**config.mk**
```make
export PLATFORM = sky130hd
export DESIGN_NAME = neighbor_address_cache_top
export DESIGN_NICKNAME = d
export VERILOG_FILES = /design/src/rtl/core/nac_pkg.sv /design/src/rtl/core/neighbor_address_cache_top.sv /design/src/rtl/core/nac_cell.sv
export SDC_FILE = /design/constraint.sdc
export NUM_CORES = 2
export LEC_CHECK = 0
export BUFFER_PORTS_ARGS = -buffer_cell sky130_fd_sc_hd__buf_2
export CAP_MARGIN = 25
export CORE_ASPECT_RATIO = 0.9
export CORE_UTILIZATION = 42
export CTS_BUF_LIST = sky130_fd_sc_hd__clkbuf_16
export CTS_CLUSTER_SIZE = 30
export DETAILED_ROUTE_END_ITERATION = 8
export RECOVER_POWER = 25
export SLEW_MARGIN = 20
export SYNTH_ARGS = -nofsm -noshare
export SYNTH_HDL_FRONTEND = slang
export SYNTH_SLANG_ARGS = --single-unit
```
**constraint.sdc**
```tcl
create_clock -name clk -period 18.3 [get_ports clk]
set_input_delay 0 -clock clk [delete_from_list [all_inputs] [get_ports clk]]
set_output_delay 0 -clock clk [all_outputs]
set_load 0.05 [all_outputs]
```
**src/rtl/core/nac_pkg.sv**
```systemverilog
package nac_pkg;

    localparam int ENTRIES_DEF = 8;
    localparam int IP_W        = 64;
    localparam int MAC_W       = 48;
    localparam int STAMP_W     = 32;
    localparam int SLOT_W      = 3;
    localparam int S_DATA_W    = 208;
    localparam int M_DATA_W    = 56;

    typedef enum logic
    {
        OP_LOOKUP = 1'b0,
        OP_SAVE   = 1'b1
    } op_t;

    typedef enum logic [1:0]
    {
        ST_IDLE,
        ST_SCAN,
        ST_DONE
    } state_t;

    // request held steady while the token walks the chain
    typedef struct packed
    {
        op_t                op;
        logic [IP_W-1:0]    ip_high;
        logic [IP_W-1:0]    ip_low;
        logic [MAC_W-1:0]   mac;
        logic [STAMP_W-1:0] now;
    } query_t;

    // token handed from cell to cell
    typedef struct packed
    {
        logic               active;
        logic [STAMP_W-1:0] old_stamp;
    } carry_t;

    typedef struct packed
    {
        logic             found;
        logic             hit;
        logic [MAC_W-1:0] mac;
    } result_t;

endpackage

```
**src/rtl/core/neighbor_address_cache_top.sv**
```systemverilog
// The token walks the chain of entry cells one cell per cycle; a hit, or an empty slot
// on a save, stops it at that entry, and a full scan (miss or oldest-entry replace) runs it
// off the end. One request at a time: a new request is taken only after the result is accepted.
// Reset: rst_n asynchronous, active low; clears every entry stamp, so the cache starts empty.
module neighbor_address_cache_top
    import nac_pkg::*;
#(
    parameter int ENTRIES = ENTRIES_DEF
)
(
    input  logic                clk,
    input  logic                rst_n,
    input  logic                s_tvalid,
    output logic                s_tready,
    // ip_high[63:0], ip_low[127:64], mac_address[175:128], now[207:176]
    input  logic [S_DATA_W-1:0] s_tdata,
    // operation
    input  logic                s_tuser,
    output logic                m_tvalid,
    input  logic                m_tready,
    // mac_out[47:0], slot[50:48], zero[55:51]
    output logic [M_DATA_W-1:0] m_tdata,
    // hit
    output logic                m_tuser
);

    localparam int IW = (ENTRIES > 1) ? $clog2(ENTRIES) : 1;

    state_t            state_reg;
    state_t            state_next;
    query_t            q_reg;
    query_t            q_next;
    logic              start_reg;
    logic              start_next;
    logic              hit_reg;
    logic              hit_next;
    logic [MAC_W-1:0]  mac_reg;
    logic [MAC_W-1:0]  mac_next;
    logic [SLOT_W-1:0] slot_reg;
    logic [SLOT_W-1:0] slot_next;

    carry_t            carry [0:ENTRIES];
    logic [IW-1:0]     oidx  [0:ENTRIES];
    result_t           res   [0:ENTRIES-1];

    logic              evict_en;
    logic              any_found;
    logic              found_hit;
    logic [MAC_W-1:0]  found_mac;
    logic [IW-1:0]     found_idx;

    assign carry[0].active    = start_reg;
    assign carry[0].old_stamp = '0;
    assign oidx[0]            = '0;

    genvar g;
    generate
        for (g = 0; g < ENTRIES; g++)
        begin : g_cell
            nac_cell #(
                .IW  (IW),
                .IDX (g)
            ) u_cell (
                .clk       (clk),
                .rst_n     (rst_n),
                .q         (q_reg),
                .carry_in  (carry[g]),
                .oidx_in   (oidx[g]),
                .evict_en  (evict_en),
                .evict_idx (oidx[ENTRIES]),
                .carry_out (carry[g+1]),
                .oidx_out  (oidx[g+1]),
                .res       (res[g])
            );
        end
    endgenerate

    // only the cell holding the token can report, so a plain OR merges them
    always_comb
    begin
        any_found = 1'b0;
        found_hit = 1'b0;
        found_mac = '0;
        found_idx = '0;
        for (int k = 0; k < ENTRIES; k++)
        begin
            any_found = any_found | res[k].found;
            found_hit = found_hit | res[k].hit;
            found_mac = found_mac | res[k].mac;
            found_idx = found_idx | (res[k].found ? IW'(k) : '0);
        end
    end

    always_ff @(posedge clk or negedge rst_n)
    begin
        if (!rst_n)
        begin
            state_reg <= ST_IDLE;
            start_reg <= 1'b0;
        end
        else
        begin
            state_reg <= state_next;
            start_reg <= start_next;
        end
    end

    always_ff @(posedge clk)
    begin
        q_reg    <= q_next;
        hit_reg  <= hit_next;
        mac_reg  <= mac_next;
        slot_reg <= slot_next;
    end

    always_comb
    begin
        state_next = state_reg;
        q_next     = q_reg;
        start_next = 1'b0;
        hit_next   = hit_reg;
        mac_next   = mac_reg;
        slot_next  = slot_reg;
        evict_en   = 1'b0;
        s_tready   = 1'b0;
        m_tvalid   = 1'b0;

        unique case (state_reg)
            ST_IDLE:
            begin
                s_tready = 1'b1;
                if (s_tvalid)
                begin
                    q_next.op      = op_t'(s_tuser);
                    q_next.ip_high = s_tdata[63:0];
                    q_next.ip_low  = s_tdata[127:64];
                    q_next.mac     = s_tdata[175:128];
                    q_next.now     = s_tdata[207:176];
                    start_next     = 1'b1;
                    state_next     = ST_SCAN;
                end
            end
            ST_SCAN:
            begin
                if (any_found)
                begin
                    hit_next   = found_hit;
                    mac_next   = found_mac;
                    slot_next  = SLOT_W'({{SLOT_W{1'b0}}, found_idx});
                    state_next = ST_DONE;
                end
                else if (carry[ENTRIES].active)
                begin
                    // token fell off the end: miss, or replace the oldest entry
                    evict_en   = (q_reg.op == OP_SAVE);
                    hit_next   = 1'b0;
                    mac_next   = '0;
                    slot_next  = (q_reg.op == OP_SAVE)
                                 ? SLOT_W'({{SLOT_W{1'b0}}, oidx[ENTRIES]}) : '0;
                    state_next = ST_DONE;
                end
            end
            ST_DONE:
            begin
                m_tvalid = 1'b1;
                if (m_tready)
                begin
                    state_next = ST_IDLE;
                end
            end
            default:
            begin
                state_next = ST_IDLE;
            end
        endcase
    end

    assign m_tdata = {(M_DATA_W - MAC_W - SLOT_W)'(0), slot_reg, mac_reg};
    assign m_tuser = hit_reg;

endmodule

```
**src/rtl/core/nac_cell.sv**
```systemverilog
module nac_cell
    import nac_pkg::*;
#(
    parameter int IW  = 3,
    parameter int IDX = 0
)
(
    input  logic          clk,
    input  logic          rst_n,
    input  query_t        q,
    input  carry_t        carry_in,
    input  logic [IW-1:0] oidx_in,
    input  logic          evict_en,
    input  logic [IW-1:0] evict_idx,
    output carry_t        carry_out,
    output logic [IW-1:0] oidx_out,
    output result_t       res
);

    logic [IP_W-1:0]    addr_hi_reg;
    logic [IP_W-1:0]    addr_lo_reg;
    logic [MAC_W-1:0]   link_reg;
    logic [STAMP_W-1:0] stamp_reg;
    logic [STAMP_W-1:0] stamp_next;
    carry_t             carry_reg;
    carry_t             carry_next;
    logic [IW-1:0]      oidx_reg;
    logic [IW-1:0]      oidx_next;

    logic used;
    logic match;
    logic stop;
    logic take_old;
    logic wr_all;
    logic wr_link;

    always_comb
    begin
        used     = (stamp_reg != '0);
        match    = used && (addr_hi_reg == q.ip_high) && (addr_lo_reg == q.ip_low);
        stop     = carry_in.active && (match || ((q.op == OP_SAVE) && !used));
        take_old = (IDX == 0) || (stamp_reg < carry_in.old_stamp);

        wr_all  = (carry_in.active && (q.op == OP_SAVE) && !used)
                  || (evict_en && (evict_idx == IW'(IDX)));
        wr_link = wr_all || (carry_in.active && (q.op == OP_SAVE) && match);

        stamp_next = wr_link ? q.now : stamp_reg;

        carry_next.active    = carry_in.active && !stop;
        carry_next.old_stamp = take_old ? stamp_reg : carry_in.old_stamp;
        oidx_next            = take_old ? IW'(IDX) : oidx_in;

        res.found = stop;
        res.hit   = carry_in.active && match;
        res.mac   = (carry_in.active && match && (q.op == OP_LOOKUP)) ? link_reg : '0;
    end

    // a zero stamp marks the entry empty, so only the stamp (and the token) needs reset
    always_ff @(posedge clk or negedge rst_n)
    begin
        if (!rst_n)
        begin
            stamp_reg <= '0;
            carry_reg <= '0;
        end
        else
        begin
            stamp_reg <= stamp_next;
            carry_reg <= carry_next;
        end
    end

    always_ff @(posedge clk)
    begin
        oidx_reg <= oidx_next;
        if (wr_all)
        begin
            addr_hi_reg <= q.ip_high;
            addr_lo_reg <= q.ip_low;
        end
        if (wr_link)
        begin
            link_reg <= q.mac;
        end
    end

    assign carry_out = carry_reg;
    assign oidx_out  = oidx_reg;

endmodule
```
; ---- After elaboration in Yosys (flattened, before gate mapping)
; Cells that the tools add are included.
[totals]
reg_bits = 2177
output_inout_bits = 59
[classes]
reduce_logical = 142
n_eq_ne = 28
bitwise_logic = 28
mux = 41
n_lt_le_gt_ge = 7
[op_table]
columns = operator, n
row1 = == test 64 bit, 16
row2 = two-way mux 48 bit, 10
row3 = bitwise OR 48 bit, 7
row4 = nonzero test 32 bit, 8
row5 = < comparator 32 bit, 7
row6 = two-way mux 32 bit, 6
row7 = logical AND 1 bit, 88
row8 = logical OR 1 bit, 24
row9 = two-way mux 3 bit, 7
row10 = zero test 1 bit, 16
row11 = bitwise OR 1 bit, 14
row12 = == test 3 bit (second input constant), 4
row13 = two-way mux 2 bit, 6
row14 = two-way mux 1 bit, 11
row15 = bitwise OR 3 bit, 3
row16 = == test 3 x 2 -> 1 bit (second input constant), 2
row17 = one-hot mux 2 bit (3 select lines), 1
row18 = != test 2 bit (second input constant), 2
row19 = AND reduction 2 bit, 2
row20 = == test 3 x 1 -> 1 bit (second input constant), 1
row21 = zero test 3 bit, 1
row22 = != test 3 x 2 -> 1 bit (second input constant), 1
row23 = bitwise OR 2 x 3 -> 3 bit, 1
row24 = AND reduction 3 bit, 1
row25 = other kinds (7), 7

; ---- Longest topological paths before layout
[depth]
depth_word = 17
depth_mapped = 14

; ---- Modules after synthesis
; From an unflattened synthesis, not the netlist that was laid out.
[hier_totals]
cells_unflattened = 6640
area_unflattened_um2 = 94220.4
[by_module_without_submodules]
columns = module, seq_area_each_um2, area_each_um2, n_inst, cells_per_inst
row1 = nac_cell (g_cell[3].u_cell ...), 6971.7, 10701.5, 3, 786
row2 = nac_cell (g_cell[1].u_cell ...), 6971.7, 10729.0, 2, 780
row3 = nac_cell (g_cell[4].u_cell), 6971.7, 10701.5, 1, 787
row4 = nac_cell (g_cell[7].u_cell), 6971.7, 10699.0, 1, 786
row5 = nac_cell (g_cell[0].u_cell), 6911.6, 10228.6, 1, 706
row6 = neighbor_address_cache_top, 7912.6, 9028.7, 1, 443

; ---- Least setup slack after synthesis
; No wires, ideal clock.
[synth_path]
path_kind = reg2reg
from = register g_cell[7].u_cell.stamp_reg[27]
to = register g_cell[5].u_cell.addr_hi_reg[0], enable pin
required_time_ns = 17.508
n_path_buf = 0
synth_period_minus_slack_ns = 11.909
path_slack_ns = 6.391
t_arrival_ns = 11.117
path_stages_with_launch = 10
cell_sequence = dfrtp_1 -> nor4_1 -> nand2_1 -> nor4_4 -> nand2b_1 -> nor4_2 -> a2111o_1 -> nor3_4 -> nand3b_2 -> o21ai_0
[synth_between]
elab_chain_len = 10
word_cells_on_any_way = 12
classes_between = mux: 2 / bitwise: 1 / reduce/logical: 9
[synth_rtl]
columns = item, line
row1 = "start, declared", nac_cell.sv:23  ; logic [STAMP_W-1:0] stamp_reg;
row2 = "start signal, assigned", nac_cell.sv:69  ; stamp_reg <= stamp_next;
row3 = nonzero test 32 bit *, nac_cell.sv:39  ; used = (stamp_reg != '0);
row4 = logical AND 1 bit or zero test 1 bit (tied branches), "nac_cell.sv:40, nac_cell.sv:41"
row5 = "logical AND 1 bit, on equally long branches", "nac_cell.sv:40, nac_cell.sv:41"
row6 = logical OR 1 bit *, nac_cell.sv:41  ; stop = carry_in.active && (match || ((q.op == OP_SAVE) && !used));
row7 = logical AND 1 bit *, nac_cell.sv:41
row8 = bitwise OR 1 bit *, neighbor_address_cache_top.sv:87  ; any_found = any_found | res[k].found;
row9 = two-way mux 1 bit *, neighbor_address_cache_top.sv:145  ; if (any_found)
row10 = two-way mux 1 bit *, neighbor_address_cache_top.sv:128  ; unique case (state_reg)
row11 = logical AND 1 bit *, nac_cell.sv:45  ; || (evict_en && (evict_idx == IW'(IDX)));
row12 = logical OR 1 bit *, nac_cell.sv:45
row13 = net g_cell[5].u_cell.wr_all, nac_cell.sv:34  ; logic wr_all;
row14 = "end signal, assigned", nac_cell.sv:79  ; addr_hi_reg <= q.ip_high;
row15 = "end, declared", nac_cell.sv:20  ; logic [IP_W-1:0] addr_hi_reg;
; The timed path passes the listed nets; every way through them passes the cells marked *.
; A chain may end at the register's enable or synchronous reset.

; ---- Worst setup path in the final report
[layout_path]
from = register q_reg[141] in the netlist's numbering
to = register g_cell[2].u_cell.addr_lo_reg[62], enable pin
[layout_between]
elab_chain_len = 15
word_cells_on_any_way = 43
classes_between = eq/ne: 8 / mux: 2 / bitwise: 7 / reduce/logical: 26
[layout_rtl]
columns = item, line
row1 = "start, declared", neighbor_address_cache_top.sv:31  ; query_t q_reg;
row2 = "start signal, assigned", neighbor_address_cache_top.sv:110  ; q_reg <= q_next;
row3 = == test 64 bit, nac_cell.sv:40  ; match = used && (addr_hi_reg == q.ip_high) && (addr_lo_reg == q.ip_low);
row4 = logical AND 1 bit, nac_cell.sv:40
row5 = logical OR 1 bit, nac_cell.sv:41
row6 = logical AND 1 bit, nac_cell.sv:41
row7 = bitwise OR 1 bit (6 in series), neighbor_address_cache_top.sv:87
row8 = bitwise OR 1 bit *, neighbor_address_cache_top.sv:87
row9 = two-way mux 1 bit *, neighbor_address_cache_top.sv:145
row10 = two-way mux 1 bit *, neighbor_address_cache_top.sv:128
row11 = logical AND 1 bit *, nac_cell.sv:45
row12 = logical OR 1 bit *, nac_cell.sv:45
row13 = net g_cell[2].u_cell.wr_all, nac_cell.sv:34
row14 = "end signal, assigned", nac_cell.sv:80  ; addr_lo_reg <= q.ip_low;
row15 = "end, declared", nac_cell.sv:21  ; logic [IP_W-1:0] addr_lo_reg;
; Marked as above.

==> results.json <==
{
  "nets": 6688,
  "cts_tree": "built",
  "fmax_mhz": 148,
  "die_area_sq_um": 213000,
  "layout_common_cells": "edfxtp_1, xnor2_1, dfrtp_1",
  "async_flop_share_pct": 22.6,
  "drc": 0,
  "crit_path_start_kind": "flip-flop",
  "synth.avg_cell_area_sq_um": 16.3,
  "overflow": 0,
  "syn_area_sq_um": 88800,
  "cts_root_buf": "clkbuf_16",
  "period_share_pct": 36.8,
  "synth_area_leader_cell": "edfxtp_1",
  "setup_violations": 0,
  "relSlewSlack_pct": -327,
  "die_w_microns": 487,
  "cp.arrival_ns": 7.20,
  "ir_worst_vdd_uv": 142,
  "use_met3_pct": 3.30,
  "post-dp-hpwl_mm": 162,
  "cts_buffer_depth": 3,
  "rrSetupSlack_ns": 11.56,
  "yosys_most_used_dff": "edfxtp_1",
  "post-route-min-period_ns": 6.74,
  "core-area_sq_um": 209000,
  "busiest_layer": "met2",
  "critPathMaxFanout": 60,
  "synth_top_area_share_pct": 56.4,
  "ys_seq_area_share_pct": 70.7,
  "use_met1_pct": 30.9,
  "drt-vias-per-instance": 5.37,
  "fin_setup_tns_ns": 0,
  "violations": "max-capacitance violations, max-slew violations",
  "slew_violations": 844,
  "grt_pass1_wl_mm": 359,
  "drive_gt1_share_pct": 16.1,
  "synth_edf_count": 1669,
  "placed_cell_area_sq_um": 93900,
  "grtUsageTotal_pct": 23.4,
  "leakage_nw": 37.7,
  "via_count": 49700,
  "run_status": "complete, but fails checks",
  "grt_pass1_vias": 49800,
  "avgRoutedWirePerCell_microns": 27.0,
  "place_congestion": 0.900,
  "antenna_found_initial": 9,
  "ios": 272,
  "endpoint_kind": "flip-flop",
  "clkSinkCount": 2177,
  "area_growth_pct": 18.0,
  "maxCapViolCount": 41,
  "clkTransAtPathRegs_ns": 0.06,
  "drtIter0Drc": 5357,
  "yosys-top-cells-area": "edfxtp_1, dfrtp_1, xnor2_1",
  "drt-total-wl_mm": 250,
  "row_count": 159,
  "synth_warnings": 0,
  "use_met2_pct": 39.2,
  "synth_cell_type_count": 64,
  "final_common_cell": "edfxtp_1",
  "grt_max_degree": 165,
  "finalInstanceArea_sq_um": 105000,
  "postCtsHoldBufs": 422,
  "synth_cells": 5433,
  "holdCritPathClass": "in -> reg",
  "drt_pass1_iterations": 6,
  "port_buffers": 266,
  "worst_pin_slew_ns": 6.41,
  "clk_latency_ns": 0.85,
  "required_ns": 18.76,
  "htree_levels": 4,
  "rsz0062_at_grt": "false",
  "cts_setup_buffers": 0,
  "power_density_nw_per_um2": 141,
  "cts_resized": 0,
  "floorplan.initialDensity_pct": 42.4,
  "ant_nets": 0,
  "hold_violations": 0,
  "synth-seq-cells": 2177,
  "skew_ns": 0.0635,
  "cts_made_buffers": 213,
  "criticalPathCategory": "reg -> reg",
  "fp.dieH_microns": 438
}
==> synth_stat cells, drive strengths merged, types with 17 or more instances <==
library cell / number
a22oi: 48
o21ai: 67
xor2: 139
a21oi: 52
nor2: 29
nor4: 168
clkbuf: 57
buf: 172
nand2b: 36
inv: 242
mux2: 417
nand4: 284
ha: 217
dfrtp: 491
nor2b: 37
nand3: 63
a222oi: 96
xnor2: 865
edfxtp: 1669
nand2: 73
a21o: 80
dfxtp: 17
==> metal layers <==
layer | part of all wire (%) | wire length [microns]
met5 | 0 | 0
met4 | 4.0 | 9940
met3 | 6.1 | 15300
met2 | 49 | 122000
met1 | 41 | 103000
==> critical path: stages, from the launching register on <==
cell and delay (ns):
edfxtp_1 0.32, clkbuf_1 1.45, xnor2_1 0.18, nand4_1 0.29, nor4_1 0.10, nand4_1 0.43, nor4_1 0.17, a2111o_1 0.45
nor3_4 0.21, nand3_2 0.38, o21ai_4 0.60, buf_4 0.83, buf_4 0.83
==> per-stage QoR <==
stage | utilization (%) | instances | hold WS (ns) | total power [mW] | worst slack (ns)
floorplan | - | 5437 | -0.296 | 9.11 | 6.39
finish | 50.1 | 9258 | 0.0606 | 14.7 | 11.56
global route | 50.1 | 9256 | 0.0307 | 15.4 | 10.01
CTS | 50.2 | 9250 | 0.00618 | 14.8 | 12.28
detailed placement | 44.9 | 8433 | 0.161 | 10.5 | 12.31
global placement | 44.7 | 8421 | 0.166 | 10.3 | 12.22
==> logic make-up (layout without fill, tap and decap cells) <==
group	count (synthesis)	count (layout)	synth area share [%]
multiplexers	417	417	5.53
buffers and inverters	471	1472	2.46
adder cells (fa/ha/maj)	217	217	3.06
XOR/XNOR	1004	1004	9.90
AO/OA/AOI/OAI	405	405	3.45
other	1	8	0.00422
AND/OR/NAND/NOR	741	741	4.92
flip-flops	2177	2177	70.7
==> report_power, final <==
group,switching (mW),leakage [nW],internal (mW)
Sequential,0.597,21.8,6.16
Clock,1.90,3.56,2.40
Combinational,2.11,12.3,1.56
Total,4.61,37.7,10.1
==> final timing paths <==
path | cells past startpoint | to | startpoint
worst max-delay path | 12 | g_cell[2].u_cell.addr_lo_reg[62] | q_reg[141]
worst min-delay path | 4 | state_reg[1] | m_tready
worst max register to register | 12 | g_cell[2].u_cell.addr_lo_reg[62] | q_reg[141]
worst min register to register | 0 | g_cell[0].u_cell.carry_out[0] | g_cell[0].u_cell.stamp_reg[0]
max in group asynchronous | 4 | g_cell[6].u_cell.stamp_reg[27] | rst_n
min in group asynchronous | 4 | g_cell[5].u_cell.carry_out[6] | rst_n
==> final cells by class <==
class                      instances  area, sq um
multi-input combinational       2789        24100
sequential                      2177        62700
inverter                         242          908
timing repair buffer             835         6650
clock inverter                   177         1360
tap                             2817         3520
antenna                            3         7.51
fill                           17600       104000
clock buffer                     218         5460
Power figures use the tool's default switching activity.
